===== src/design/u16550_pkg.sv =====
package u16550_pkg;

  localparam int RxDepthDefault  = 256;
  localparam int TxDepthDefault  = 256;
  localparam int DivisorDefault  = 1;

  localparam logic [3:0] REG_RBR = 4'd0;
  localparam logic [3:0] REG_THR = 4'd0;
  localparam logic [3:0] REG_DLL = 4'd0;
  localparam logic [3:0] REG_IER = 4'd1;
  localparam logic [3:0] REG_DLM = 4'd1;
  localparam logic [3:0] REG_IIR = 4'd2;
  localparam logic [3:0] REG_FCR = 4'd2;
  localparam logic [3:0] REG_LCR = 4'd3;
  localparam logic [3:0] REG_MCR = 4'd4;
  localparam logic [3:0] REG_LSR = 4'd5;
  localparam logic [3:0] REG_MSR = 4'd6;
  localparam logic [3:0] REG_SCR = 4'd7;

  localparam logic [3:0] IIR_NONE = 4'h1;
  localparam logic [3:0] IIR_LS   = 4'h6;
  localparam logic [3:0] IIR_RX   = 4'h4;
  localparam logic [3:0] IIR_TX   = 4'h2;
  localparam logic [3:0] IIR_MS   = 4'h0;

  typedef enum logic [1:0] {
    OP_READ  = 2'd0,
    OP_WRITE = 2'd1,
    OP_PUSH  = 2'd2,
    OP_POP   = 2'd3
  } op_t;

  typedef enum logic [1:0] {
    SRC_REG = 2'd0,
    SRC_RX  = 2'd1,
    SRC_TX  = 2'd2
  } src_t;

  typedef struct packed {
    logic       push;
    logic       pop;
    logic       clear;
    logic [7:0] data;
  } fifo_cmd_t;

endpackage


===== src/design/u16550_regs.sv =====
module u16550_regs import u16550_pkg::*; #(
  parameter int DIVISOR_RESET = DivisorDefault
) (
  input  logic       clk,
  input  logic       rst,
  input  logic       accept,
  input  logic [1:0] opcode,
  input  logic [3:0] offset,
  input  logic [7:0] wr_data,
  input  logic       rx_empty,
  output fifo_cmd_t  rx_cmd,
  output fifo_cmd_t  tx_cmd,
  output logic [7:0] reg_rdata,
  output src_t       src,
  output logic       irq_next
);

  localparam logic [15:0] DivReset = 16'(DIVISOR_RESET);

  localparam logic [7:0] LSR_DR        = 8'h01;
  localparam logic [7:0] LSR_OE        = 8'h02;
  localparam logic [7:0] LSR_ERR       = 8'h1E;
  localparam logic [7:0] LSR_THR_EMPTY = 8'h20;
  localparam logic [7:0] LSR_TX_IDLE   = 8'h40;
  localparam logic [7:0] MSR_DELTA     = 8'h0F;
  localparam logic [7:0] FCR_KEEP      = 8'hC9;

  logic [3:0] ier, ier_next;
  logic [7:0] lcr, lcr_next;
  logic [4:0] mcr, mcr_next;
  logic [7:0] fcr, fcr_next;
  logic [7:0] lsr, lsr_next;
  logic [7:0] msr, msr_next;
  logic [7:0] scr, scr_next;
  logic [7:0] dll, dll_next;
  logic [7:0] dlm, dlm_next;
  logic       thre, thre_next;

  logic [3:0] rsn;
  logic [7:0] lines;
  logic [7:0] diff;
  logic [7:0] lsr_rd;
  logic       dlab;

  function automatic logic [3:0] reason_f(input logic [7:0] ls, input logic [3:0] ie,
                                          input logic th, input logic [7:0] ms);
    if (|(ls & LSR_ERR) && ie[2]) begin
      reason_f = IIR_LS;
    end else if (ls[0] && ie[0]) begin
      reason_f = IIR_RX;
    end else if (th && ie[1]) begin
      reason_f = IIR_TX;
    end else if (|(ms & MSR_DELTA) && ie[3]) begin
      reason_f = IIR_MS;
    end else begin
      reason_f = IIR_NONE;
    end
  endfunction

  assign dlab = lcr[7];
  assign rsn  = reason_f(lsr, ier, thre, msr);

  always_comb begin
    ier_next  = ier;
    lcr_next  = lcr;
    mcr_next  = mcr;
    fcr_next  = fcr;
    lsr_next  = lsr;
    msr_next  = msr;
    scr_next  = scr;
    dll_next  = dll;
    dlm_next  = dlm;
    thre_next = thre;
    rx_cmd    = '0;
    tx_cmd    = '0;
    reg_rdata = '0;
    src       = SRC_REG;
    lines     = '0;
    diff      = '0;
    lsr_rd    = '0;
    if (accept) begin
      case (op_t'(opcode))
        OP_READ: begin
          if (dlab) begin
            if (offset == REG_DLL) begin
              reg_rdata = dll;
            end else if (offset == REG_DLM) begin
              reg_rdata = dlm;
            end
          end else begin
            case (offset)
              REG_RBR: begin
                lsr_next   = lsr & ~LSR_OE;
                rx_cmd.pop = 1'b1;
                src        = SRC_RX;
              end
              REG_IER: reg_rdata = {4'b0000, ier};
              REG_IIR: begin
                if (rsn == IIR_TX) begin
                  thre_next = 1'b0;
                end
                reg_rdata = {fcr[0], fcr[0], 2'b00, rsn};
              end
              REG_LCR: reg_rdata = lcr;
              REG_MCR: reg_rdata = {3'b000, mcr};
              REG_LSR: begin
                lsr_rd    = lsr | LSR_TX_IDLE | LSR_THR_EMPTY;
                lsr_rd    = rx_empty ? (lsr_rd & ~LSR_DR) : (lsr_rd | LSR_DR);
                reg_rdata = lsr_rd;
                lsr_next  = lsr_rd & ~LSR_OE;
              end
              REG_MSR: begin
                reg_rdata = msr;
                msr_next  = msr & ~MSR_DELTA;
              end
              REG_SCR: reg_rdata = scr;
              default: reg_rdata = 8'hFF;
            endcase
          end
        end
        OP_WRITE: begin
          if (dlab && offset == REG_DLL) begin
            dll_next = wr_data;
          end else if (dlab && offset == REG_DLM) begin
            dlm_next = wr_data;
          end else begin
            case (offset)
              REG_THR: begin
                if (mcr[4]) begin
                  rx_cmd.push = 1'b1;
                  rx_cmd.data = wr_data;
                  lsr_next    = lsr | LSR_OE;
                end else begin
                  tx_cmd.push = 1'b1;
                  tx_cmd.data = wr_data;
                end
                thre_next = 1'b1;
              end
              REG_IER: begin
                if (!ier[1] && wr_data[1]) begin
                  thre_next = 1'b1;
                end
                ier_next = wr_data[3:0];
              end
              REG_FCR: begin
                if (!wr_data[0]) begin
                  fcr_next = '0;
                end else begin
                  rx_cmd.clear = wr_data[1];
                  fcr_next     = wr_data & FCR_KEEP;
                end
              end
              REG_LCR: lcr_next = wr_data;
              REG_MCR: begin
                mcr_next = wr_data[4:0];
                if (wr_data[4]) begin
                  lines = {wr_data[3], wr_data[2], wr_data[0], wr_data[1], 4'b0000};
                end else begin
                  lines = 8'hA0;
                end
                diff     = lines ^ msr;
                msr_next = {lines[7:4], msr[3] | diff[7], msr[2] | (!lines[6] && msr[6]),
                            msr[1] | diff[5], msr[0] | diff[4]};
              end
              REG_SCR: scr_next = wr_data;
              default: ;
            endcase
          end
        end
        OP_PUSH: begin
          rx_cmd.push = 1'b1;
          rx_cmd.data = wr_data;
          lsr_next    = lsr | LSR_DR;
        end
        default: begin
          tx_cmd.pop = 1'b1;
          src        = SRC_TX;
        end
      endcase
    end
    irq_next = (reason_f(lsr_next, ier_next, thre_next, msr_next) != IIR_NONE);
  end

  always_ff @(posedge clk) begin
    if (rst) begin
      ier  <= '0;
      lcr  <= '0;
      mcr  <= '0;
      fcr  <= '0;
      lsr  <= '0;
      msr  <= '0;
      scr  <= '0;
      dll  <= DivReset[7:0];
      dlm  <= DivReset[15:8];
      thre <= 1'b1;
    end else begin
      ier  <= ier_next;
      lcr  <= lcr_next;
      mcr  <= mcr_next;
      fcr  <= fcr_next;
      lsr  <= lsr_next;
      msr  <= msr_next;
      scr  <= scr_next;
      dll  <= dll_next;
      dlm  <= dlm_next;
      thre <= thre_next;
    end
  end

endmodule

===== config.mk =====
export PLATFORM = sky130hd
export DESIGN_NAME = u16550_regs
export DESIGN_NICKNAME = d
export VERILOG_FILES = /design/src/design/u16550_pkg.sv /design/src/design/u16550_regs.sv
export SDC_FILE = /design/constraint.sdc
export NUM_CORES = 1
export LEC_CHECK = 0
export ABC_AREA = 1
export BUFFER_PORTS_ARGS = -buffer_cell sky130_fd_sc_hd__buf_4
export CORE_ASPECT_RATIO = 0.8
export CORE_MARGIN = 1
export CORE_UTILIZATION = 36
export DETAILED_ROUTE_END_ITERATION = 10
export PLACE_DENSITY = 0.54
export SYNTH_ARGS = -nofsm -noshare
export SYNTH_HDL_FRONTEND = slang
export SYNTH_SLANG_ARGS = --single-unit

===== constraint.sdc =====
create_clock -name clk -period 2.31 [get_ports clk]
set_input_delay 0.1155 -clock clk [delete_from_list [all_inputs] [get_ports clk]]
set_output_delay 0.1155 -clock clk [all_outputs]
set_load 0.05 [all_outputs]

Word level (Yosys, flattened, before mapping)
Index checks and enable logic that the tools add are counted.

Word-level logic and storage cells: 150. Bits of input ports: 18. Memory bits (writable): 0. Bits in registers: 59. Bits in latches: 0. Memories: 0. Output and inout port bits: 33. ROM bits: 0.

Reduce and logical (&&, ||, !) cells: 30. Add/sub/neg operators: 0. Div/mod/pow operators: 0. Shift-type cells: 0. Bitwise logic cells: 12. Equal/unequal tests: 11. Muxes and demuxes: 85. $lt $le $gt $ge: 0. $mul: 0.

Operators with widths (number): two-way mux 8 bit (23); case mux 8 bit (8 select lines) (1); case mux 8 bit (2 select lines) (3); two-way mux 4 bit (11); two-way mux 1 bit (29); case mux 8 bit (3 select lines) (1); AND reduction 5 bit (4); two-way mux 9 bit (2); equality test 4 x 3 -> 1 bit, second input constant (4); OR reduction 4 bit (4); two-way mux 2 bit (7); equality test 4 x 2 -> 1 bit, second input constant (3); logical AND 1 bit (12); two-way mux 11 bit (1); bitwise XOR 8 bit (1); NOT 1 bit (7); AND reduction 7 bit (1); two-way mux 3 bit (2); case mux 1 bit (2 select lines) (3); AND reduction 6 bit (1); two-way mux 5 bit (1); equality test 4 x 1 -> 1 bit, second input constant (1); zero test 4 bit (1); inequality test 4 x 1 -> 1 bit, second input constant (1); 10 further kinds (14).

Logic depth before layout (Yosys ltp)
Gate-level depths: netlist of the first run.

Depth after elaboration: 21. Depth in mapped cells: 13.

Worst setup path before layout of the first run
No wires, ideal clock.

Kind: input -> output. Start: input port offset[3]. End: output port rx_cmd[8] (netlist bit). Stages: 4. Data required time: 2.194 ns. Buffers on the path: 1. Data arrival time: 2.019 ns. Slack: 0.175 ns. Path through: nor2_4 buf_2 nand2_1 nor4_1.

RTL lines: start: declaration (RTL line u16550_regs.sv:8) `input logic [3:0] offset,`; end: declaration (RTL line u16550_regs.sv:11) `output fifo_cmd_t rx_cmd,`.

Final worst setup path of the first run
Start: register lcr[7]. End: output port reg_rdata[1].

Cells in the longest elaborated chain, start to end: 3.

Ends and longest elaborated chain: start: declaration (RTL line u16550_regs.sv:29) `logic [7:0] lcr, lcr_next;`; start signal: assignment (RTL line u16550_regs.sv:198) `lcr <= lcr_next;`; two-way mux 8 bit (RTL line u16550_regs.sv:84) `if (dlab) begin`; two-way mux 8 bit (RTL line u16550_regs.sv:82) `case (op_t'(opcode))`; two-way mux 8 bit (RTL line u16550_regs.sv:81) `if (accept) begin`; end: declaration (RTL line u16550_regs.sv:13) `output logic [7:0] reg_rdata,`.

Every way passes these cells.

==> impl_metrics.tcl, run 1 <==
set metrics [dict create \
    r2r-end "lcr[7]$_SDFFE_PP0P_" \
    wire_per_inst_um 15.6 \
    synth_commonest_cells "nand2_1, inv_1, dfxtp_1" \
    fin_crit_sh_pct 91.7 \
    async_flop_share_pct 0 \
    post-cts-setup-buffers 0 \
    synth-edff-count 0 \
    seq_area_frac_synth_pct 33.7 \
    finalMaxSlewViolations 0 \
    grt-ovfl-total 0 \
    synth_nets 488 \
    n_antenna_cell 0 \
    worst_pin_slew_ns 0.591 \
    dp_cells 617 \
    crit_family "simple AND/OR/NAND/NOR gates" \
    cp_data_required_time_ns 2.19 \
    areaGrowthSynthToFinish_pct 17.4 \
    hold-worst-slack_ns 0.0688 \
    cts_buffers 5 \
    finClkSkew_ns 0.0120 \
    grt_antenna_before_repair 0 \
    min_path_type "primary input to register" \
    vias 3154 \
    maxSlewHeadroom_pct 60.4 \
    finalHoldViolCount 0 \
    finalNonFillerCells 625 \
    crit_chain "nor2_1 -> o21ai_0 -> nor4_1 -> nor2_1 -> buf_4" \
    root_buffer "clkbuf_8" \
    fmax_mhz 472 \
    min_period_ns 2.12 \
    first_iter_violations 238 \
    core_sq_mm 0.00848 \
    setup_viol 0 \
    die_area_sq_mm 0.00912 \
    clk_pin_slew_worst_paths_ns 0.10 \
    crit_type "register to primary output" \
    hold_buffers 0 \
    setup_slack_ns 0.193 \
    dpl.hpwl_um 7540 \
    r2r_cells 6 \
    synth_top_cell_by_area "dfxtp_1" \
    ys_types 38 \
    rows 30 \
    layout.nets 535 \
    ys.flop_type "dfxtp_1" \
    synth.most_common_cell "nand2_1" \
    dieWidth_um 107 \
    portBuffers 49 \
    cp_data_arrival_time_ns 2.00 \
    start_util_pct 37.1 \
    ys_seq_elements 53 \
    utilization_pct 43.6 \
    netlist_area_sq_mm 0.00315 \
    worstReg2RegStart "lcr[7]$_SDFFE_PP0P_" \
    worstHoldPathCells 3 \
    power_density_mw_per_mm2 473 \
    drtPass1Iterations 4 \
    clockBufferDepth 2 \
    antenna_left 0 \
    grt_pass1_vias 2979 \
    cts_resized 0 \
    syn_inst 465 \
    place_ws_ns 0.402 \
    htreeDepth 2 \
    min_to "lcr[5]$_SDFFE_PP0P_" \
    routed_via_density 5.05 \
    grt_pass1_wl_um 16000 \
    globalplace.congestion 0.880 \
    synth_area_leaders "dfxtp_1, nand2_1, inv_1" \
    final_layout_size_suffix_gt1_share_pct 21.4 \
    grt_start_max_net_pins 22 \
    syn_avg_cell_area_sq_um 6.77 \
    cp-startpoint "lcr[7]$_SDFFE_PP0P_" \
    slowest_stage "nor4_1" \
    crit_buf_inv 1 \
    wirelength_um 9750 \
    crit_path_max_fanout 7 \
    io_pins 51 \
    rsz0062_at_grt "no" \
    clkLatencyLatePin_ns 0.32 \
    cp-start-kind "register" \
    cts.sinks 53 \
    cts_tree "built" \
    endpoint_kind "primary output" \
    r2r_slack_ns 0.61 \
    holdCritStartpoint "wr_data[5]" \
    ys.warnings.count 0 \
    finalSetupTns_ns 0 \
    yosys.area.top_type_share_pct 33.7 \
    peakVddDrop_v 0.000290 \
    max_stage_delay_ns 0.45 \
    status "finished clean" \
    total_leakage_power_nw 1.59 \
    gr-usage-all-layers_pct 22.7 \
    maxCapViolCount 0 \
    critPathMostFrequentCell "nor2_1" \
    drcViolationCount 0 \
    fp.dieH_um 85.6 \
]
kinds of logic after synthesis:
group           Yosys count  synth area share [%]
simple gates            210                  31.1
other cells               1                 0.119
fa+ha+maj                 5                  1.99
buf+inv                  84                  11.7
compound gates          110                  20.8
flops                    53                  33.7
xor+xnor                  2                 0.557
registers in the layout (all words and copies together) (netlist names):
register	cells
fcr	1
ier	4
lcr	8
msr	8
mcr	5
dll	8
scr	8
dlm	8
lsr	2
thre	1
layout make-up:
type	instances	area, sq um
multi-input combinational	328	1720
sequential	53	1060
inverter	67	251
clock inverter	2	13.8
timing repair buffer	57	428
tap	112	140
fill	918	4790
clock buffer	6	82.6
placed cells by master, fill, tap and decap left out, types with 3 or more instances in the layout:
cell | netlist | routed
nor4_1 | 3 | 3
o21ai_2 | 4 | 4
buf_4 | 3 | 57
dfxtp_1 | 53 | 53
a21oi_2 | 10 | 10
a31oi_1 | 3 | 3
nand2_1 | 95 | 95
ha_1 | 5 | 5
nor2_2 | 6 | 6
nor2_1 | 46 | 46
o22ai_1 | 3 | 3
inv_1 | 58 | 58
nand3_1 | 36 | 36
inv_2 | 8 | 8
a21oi_1 | 39 | 39
nor2_4 | 5 | 5
clkbuf_8 | 0 | 6
nand2_4 | 4 | 4
nand2_2 | 4 | 4
o21ai_1 | 8 | 8
nor3_1 | 5 | 5
o21ai_0 | 33 | 33
a211oi_1 | 3 | 3
nand4_1 | 3 | 3
worst max path at each step:
stage	end	slack, ns	cells after the start
2_1_floorplan	rx_cmd[8]	0.18	4
3_3_place_gp	irq_next	0.44	13
3_5_place_dp	irq_next	0.40	13
4_1_cts	reg_rdata[1]	0.20	5
5_1_grt	irq_next	0.05	10
6_report	reg_rdata[1]	0.19	5
tightest hold or removal path, delay by kind of cell:
| kind | cells | cell delay [ns] |
|---|---|---|
| buffers and inverters | 1 | 0.10 |
| AOI/OAI and AO/OA | 2 | 0.14 |
metrics by stage:
stage | total power, mW | cell area, sq um
global route | 1.83 | 3690
floorplan | 1.10 | 3150
global placement | 1.20 | 3600
detailed placement | 1.20 | 3600
CTS | 1.76 | 3690
finish | 1.75 | 3690
routing by layer:
layer | wire, um | up-vias | track usage (%)
li1 | - | 1604 | -
met1 | 4990 | 1437 | 34.0
met4 | 80 | 0 | 4.48
met2 | 4050 | 105 | 35.0
met5 | 0 | - | 0
met3 | 639 | 8 | 2.89
where the power goes:
group	internal, mW	leakage [nW]	switching, mW
registers	0.917	0.427	0.00244
logic	0.0746	1.11	0.187
clock network	0.244	0.0512	0.323
Note: power is estimated with default switching activity, not from simulation.
==> run 2: changes to the inputs <==
--- a/config.mk
+++ b/config.mk
@@ -11,6 +11,7 @@
 export CORE_MARGIN = 1
 export CORE_UTILIZATION = 36
 export DETAILED_ROUTE_END_ITERATION = 10
+export GPL_TIMING_DRIVEN = 0
 export PLACE_DENSITY = 0.54
 export SYNTH_ARGS = -nofsm -noshare
 export SYNTH_HDL_FRONTEND = slang
==> run 2 against run 1 <==
Compared with the run above:
- total power up 1.6%
- wire length up 6.4%
- flip-flop and latch count unchanged
- clock-buffer cell count unchanged
- critical path depth up 1
- sequential share of layout area down 0.47 points
- cell count up 1.1%
- critical endpoint is now reg_rdata[2]
- largest power group unchanged
==> impl_metrics.tcl, run 2 (synthesized netlist as in run 1, its figures left out) <==
set metrics [dict create \
    crit_path_max_fanout 10 \
    hold_buffers 0 \
    clkLatencyLatePin_ns 0.31 \
    grt_start_max_net_pins 18 \
    globalplace.congestion 0.891 \
    crit_buf_inv 2 \
    slowest_stage "dfxtp_1" \
    fmax_mhz 463 \
    min_path_type "primary input to register" \
    routed_via_density 5.09 \
    power_density_mw_per_mm2 473 \
    fin_crit_sh_pct 93.5 \
    cts_buffers 5 \
    maxSlewHeadroom_pct 56.5 \
    clockBufferDepth 2 \
    grt_pass1_wl_um 16600 \
    portBuffers 47 \
    post-cts-setup-buffers 0 \
    drtPass1Iterations 5 \
    first_iter_violations 229 \
    status "finished clean" \
    max_stage_delay_ns 0.43 \
    setup_viol 0 \
    dieWidth_um 107 \
    wire_per_inst_um 16.4 \
    cp_data_required_time_ns 2.19 \
    maxCapViolCount 0 \
    clk_pin_slew_worst_paths_ns 0.11 \
    finalSetupTns_ns 0 \
    root_buffer "clkbuf_8" \
    n_antenna_cell 0 \
    power_mw 1.78 \
    finClkSkew_ns 0.00563 \
    grt_pass1_vias 3078 \
    grt-ovfl-total 0 \
    die_area_sq_mm 0.00912 \
    mostFrequentLayoutCells "nand2_1, inv_1, dfxtp_1" \
    finalMaxSlewViolations 0 \
    drcViolationCount 0 \
    final_layout_size_suffix_gt1_share_pct 21.7 \
    dpl.hpwl_um 7910 \
    cts.sinks 53 \
    cp-start-kind "register" \
    crit_chain "buf_2 -> nor2_4 -> o21ai_0 -> nor4_1 -> nor2_1 -> buf_4" \
    path_depth 6 \
    crit_type "register to primary output" \
    htreeDepth 2 \
    vias 3217 \
    r2r_cells 7 \
    wirelength_um 10400 \
    fp.dieH_um 85.6 \
    rsz0062_at_grt "no" \
    place_ws_ns 0.222 \
    layout.nets 542 \
    rows 30 \
    worstHoldPathCells 3 \
    cts_tree "built" \
    grt_antenna_before_repair 0 \
    finalHoldViolCount 0 \
    antenna_left 0 \
    total_leakage_power_nw 1.62 \
    gr-usage-all-layers_pct 23.8 \
    core_sq_mm 0.00848 \
    areaGrowthSynthToFinish_pct 19.4 \
    final_common_cell "nand2_1" \
    min_period_ns 2.16 \
    dp_cells 624 \
    io_pins 51 \
    worst_pin_slew_ns 0.653 \
    peakVddDrop_v 0.000237 \
    setup_slack_ns 0.150 \
    start_util_pct 37.1 \
    finalNonFillerCells 632 \
    cp_data_arrival_time_ns 2.04 \
    endpoint_kind "primary output" \
    crit_family "simple AND/OR/NAND/NOR gates" \
]
run 2: cell count changes in the layout (fill, tap and decap cells not counted), sizes merged:
cell | previous run | this run
clkbuf | 6 | 13
clkinv | 3 | 2
inv | 66 | 67
run 2: what timing repair did:
action,in CTS,in global routing
hold endpoints to repair,0,0
endpoints found under the setup margin,2,3
cloned,0,0
pin swaps,0,0
gates resized for setup,2,2
run 2: path summary, 6_finish.rpt:
path | from | end | slack (ns)
min | wr_data[5] | lcr[5]$_SDFFE_PP0P_ | 0.07
max | lcr[7]$_SDFFE_PP0P_ | reg_rdata[2] | 0.15
max reg2reg | lcr[7]$_SDFFE_PP0P_ | lcr[4]$_SDFFE_PP0P_ | 0.64
min reg2reg | lcr[2]$_SDFFE_PP0P_ | lcr[2]$_SDFFE_PP0P_ | 0.46
run 2: power by group:
part           switching, mW  internal, mW
logic                  0.193        0.0747
registers            0.00259         0.917
clock network          0.339         0.250
run 2: area by class of cell:
class | instances | area (sq um)
fillers | 929 | 4730
multi-input cells | 328 | 1730
flip-flops and latches | 53 | 1060
repair buffers | 47 | 353
inverters | 67 | 254
well taps | 112 | 140
plain buffers | 17 | 116
clock buffers | 6 | 82.6
clock inverters | 2 | 17.5
run 2: worst register-to-register path, stage by stage (launching register included):
cell and delay, ns:
dfxtp_1 0.55, inv_4 0.13, o31ai_4 0.29, inv_2 0.17, nand2_4 0.12, buf_6 0.17
o21ai_2 0.07, a21oi_2 0.12
run 2: metrics by stage:
stage,utilization (%),hold slack (ns),instance area (sq um)
3_5_place_dp,42.9,0.397,3640
6_report,44.3,0.0683,3760
5_1_grt,44.3,0.0698,3760
3_3_place_gp,42.9,0.396,3640
2_1_floorplan,-,0.273,3150
4_1_cts,44.2,0.0660,3750
run 2: per-layer routing:
| metal | share of wire, % | global-route usage (%) | vias to the layer above | routed length (um) |
|---|---|---|---|---|
| met3 | 5.2 | 3.27 | 6 | 539 |
| li1 | - | - | 1616 | - |
| met2 | 43 | 37.2 | 106 | 4430 |
| met1 | 52 | 35.2 | 1489 | 5360 |
| met4 | 0.45 | 4.11 | 0 | 47 |
| met5 | 0 | 0 | - | 0 |
==> run 3: changes to the inputs <==
--- a/config.mk
+++ b/config.mk
@@ -8,7 +8,7 @@
 export ABC_AREA = 1
 export BUFFER_PORTS_ARGS = -buffer_cell sky130_fd_sc_hd__buf_4
 export CORE_ASPECT_RATIO = 0.8
-export CORE_MARGIN = 1
+export CORE_MARGIN = 2
 export CORE_UTILIZATION = 36
 export DETAILED_ROUTE_END_ITERATION = 10
 export GPL_TIMING_DRIVEN = 0
==> run 3 against run 2 <==
Compared with the run above:
- critical path depth unchanged
- wire length increased by 2.5%
- sequential share of layout area about the same
- sequential power about the same
- clock-buffer cell count unchanged
- cell count unchanged
- design area about the same
==> impl_metrics.tcl, run 3 (synthesized netlist as in run 1, its figures left out) <==
set metrics [dict create \
    fp.dieH_um 87.6 \
    portBuffers 47 \
    pwr-share-comb_pct 15.1 \
    power.share.clock_pct 33.6 \
    grt_pass1_vias 3052 \
    mostFrequentLayoutCells "nand2_1, inv_1, dfxtp_1" \
    grt-ovfl-total 0 \
    endpoint_kind "primary output" \
    cts_tree "built" \
    crit_type "register to primary output" \
    cp_data_required_time_ns 2.19 \
    power_density_mw_per_mm2 477 \
    crit_chain "buf_2 -> nor2_4 -> o21ai_0 -> nor4_2 -> nor2_1 -> buf_4" \
    io_pins 51 \
    swShare_pct 30.6 \
    drcViolationCount 0 \
    root_buffer "clkbuf_8" \
    gr-usage-all-layers_pct 23.3 \
    antenna_left 0 \
    die_area_sq_mm 0.00951 \
    final_common_cell "nand2_1" \
    first_iter_violations 217 \
    maxSlewHeadroom_pct 56.6 \
    total_leakage_power_nw 1.61 \
    post-cts-setup-buffers 0 \
    intPower_mw 1.24 \
    grt_antenna_before_repair 0 \
    finalMaxSlewViolations 0 \
    globalplace.congestion 0.910 \
    crit_family "simple AND/OR/NAND/NOR gates" \
    placed_area_sq_mm 0.00364 \
    worst_pin_slew_ns 0.651 \
    crit_buf_inv 2 \
    min_path_type "primary input to register" \
    areaGrowthSynthToFinish_pct 19.4 \
    wl_met1_um 5360 \
    cp_data_arrival_time_ns 2.06 \
    finalSetupTns_ns 0 \
    hold_buffers 0 \
    dieWidth_um 109 \
    top_layer "met4" \
    start_util_pct 37.1 \
    drtPass1Iterations 5 \
    power_frac_seq_pct 51.4 \
    route.met3.wl_um 687 \
    rows 30 \
    htreeDepth 2 \
    finalInstanceArea_sq_mm 0.00376 \
    vias 3272 \
    finClkSkew_ns 0.00853 \
    cts_buffers 5 \
    routed_via_density 5.18 \
    max_stage_delay_ns 0.41 \
    setup_viol 0 \
    peakVddDrop_v 0.000329 \
    grt_pass1_wl_um 16700 \
    cts.sinks 53 \
    wl_met2_um 4500 \
    worstHoldPathCells 3 \
    wirelength_um 10600 \
    n_antenna_cell 0 \
    wire_per_inst_um 16.8 \
    rsz0062_at_grt "no" \
    finalHoldViolCount 0 \
    grt_start_max_net_pins 18 \
    path_depth 6 \
    layout.nets 542 \
    maxCapViolCount 0 \
    dpl.hpwl_um 7980 \
    crit_path_max_fanout 10 \
    slowest_stage "dfxtp_1" \
    n_fill_cell 926 \
    status "finished clean" \
    r2r_slack_ns 0.62 \
    final_layout_size_suffix_gt1_share_pct 21.9 \
    core_sq_mm 0.00848 \
    clkLatencyLatePin_ns 0.32 \
    clockBufferDepth 2 \
    r2r_cells 7 \
    fmax_mhz 460 \
    cp-start-kind "register" \
    clk_pin_slew_worst_paths_ns 0.10 \
    min_period_ns 2.17 \
    fin_crit_sh_pct 94.1 \
    p_sw_mw 0.549 \
]
run 3: through the flow:
step                power (mW)  cells  util, %  worst slack, ns  hold slack (ns)
floorplan                 1.10    465        -            0.175            0.273
global placement          1.21    624     42.9            0.197            0.396
detailed placement        1.21    624     42.9            0.193            0.401
CTS                       1.80    632     44.2           0.0433           0.0580
global route              1.86    632     44.3           0.0206           0.0640
finish                    1.79    632     44.3            0.135           0.0618
run 3: routing by layer:
layer | global-route usage, % | vias to the layer above
li1 | - | 1616
met1 | 35.1 | 1536
met2 | 35.1 | 114
met3 | 3.42 | 6
met4 | 5.24 | 0
met5 | 0 | -
run 3: final cells by class:
cell class	instances	area, sq um	area share [%]
multi-input combinational	328	1730	46.1
sequential	53	1060	28.2
timing repair buffer	47	353	9.39
tap	112	140	3.73
clock inverter	2	17.5	0.466
buffer	17	116	3.10
inverter	67	255	6.79
clock buffer	6	82.6	2.20
run 3: power by group through the flow:
stage	logic (mW)	registers (mW)	clock network, mW
6_report	0.270	0.920	0.601
4_1_cts	0.268	0.920	0.615
3_3_place_gp	0.265	0.941	0
5_1_grt	0.294	0.921	0.645
2_1_floorplan	0.163	0.940	0
3_5_place_dp	0.267	0.941	0
run 3: worst min-delay path: stages:
cell and delay (ns):
buf_4 0.10, o21ai_2 0.06, a21oi_2 0.09
run 3: final timing paths:
kind	startpoint	endpoint
max reg2reg	lcr[7]$_SDFFE_PP0P_	scr[0]$_SDFFE_PP0P_
max	lcr[7]$_SDFFE_PP0P_	reg_rdata[1]
min	wr_data[5]	lcr[5]$_SDFFE_PP0P_
min reg2reg	lcr[2]$_SDFFE_PP0P_	lcr[2]$_SDFFE_PP0P_
run 3: repair_timing:
action / CTS / global route
resized for setup: 2 / 2
gates cloned: 0 / 0
setup endpoints to repair: 2 / 3
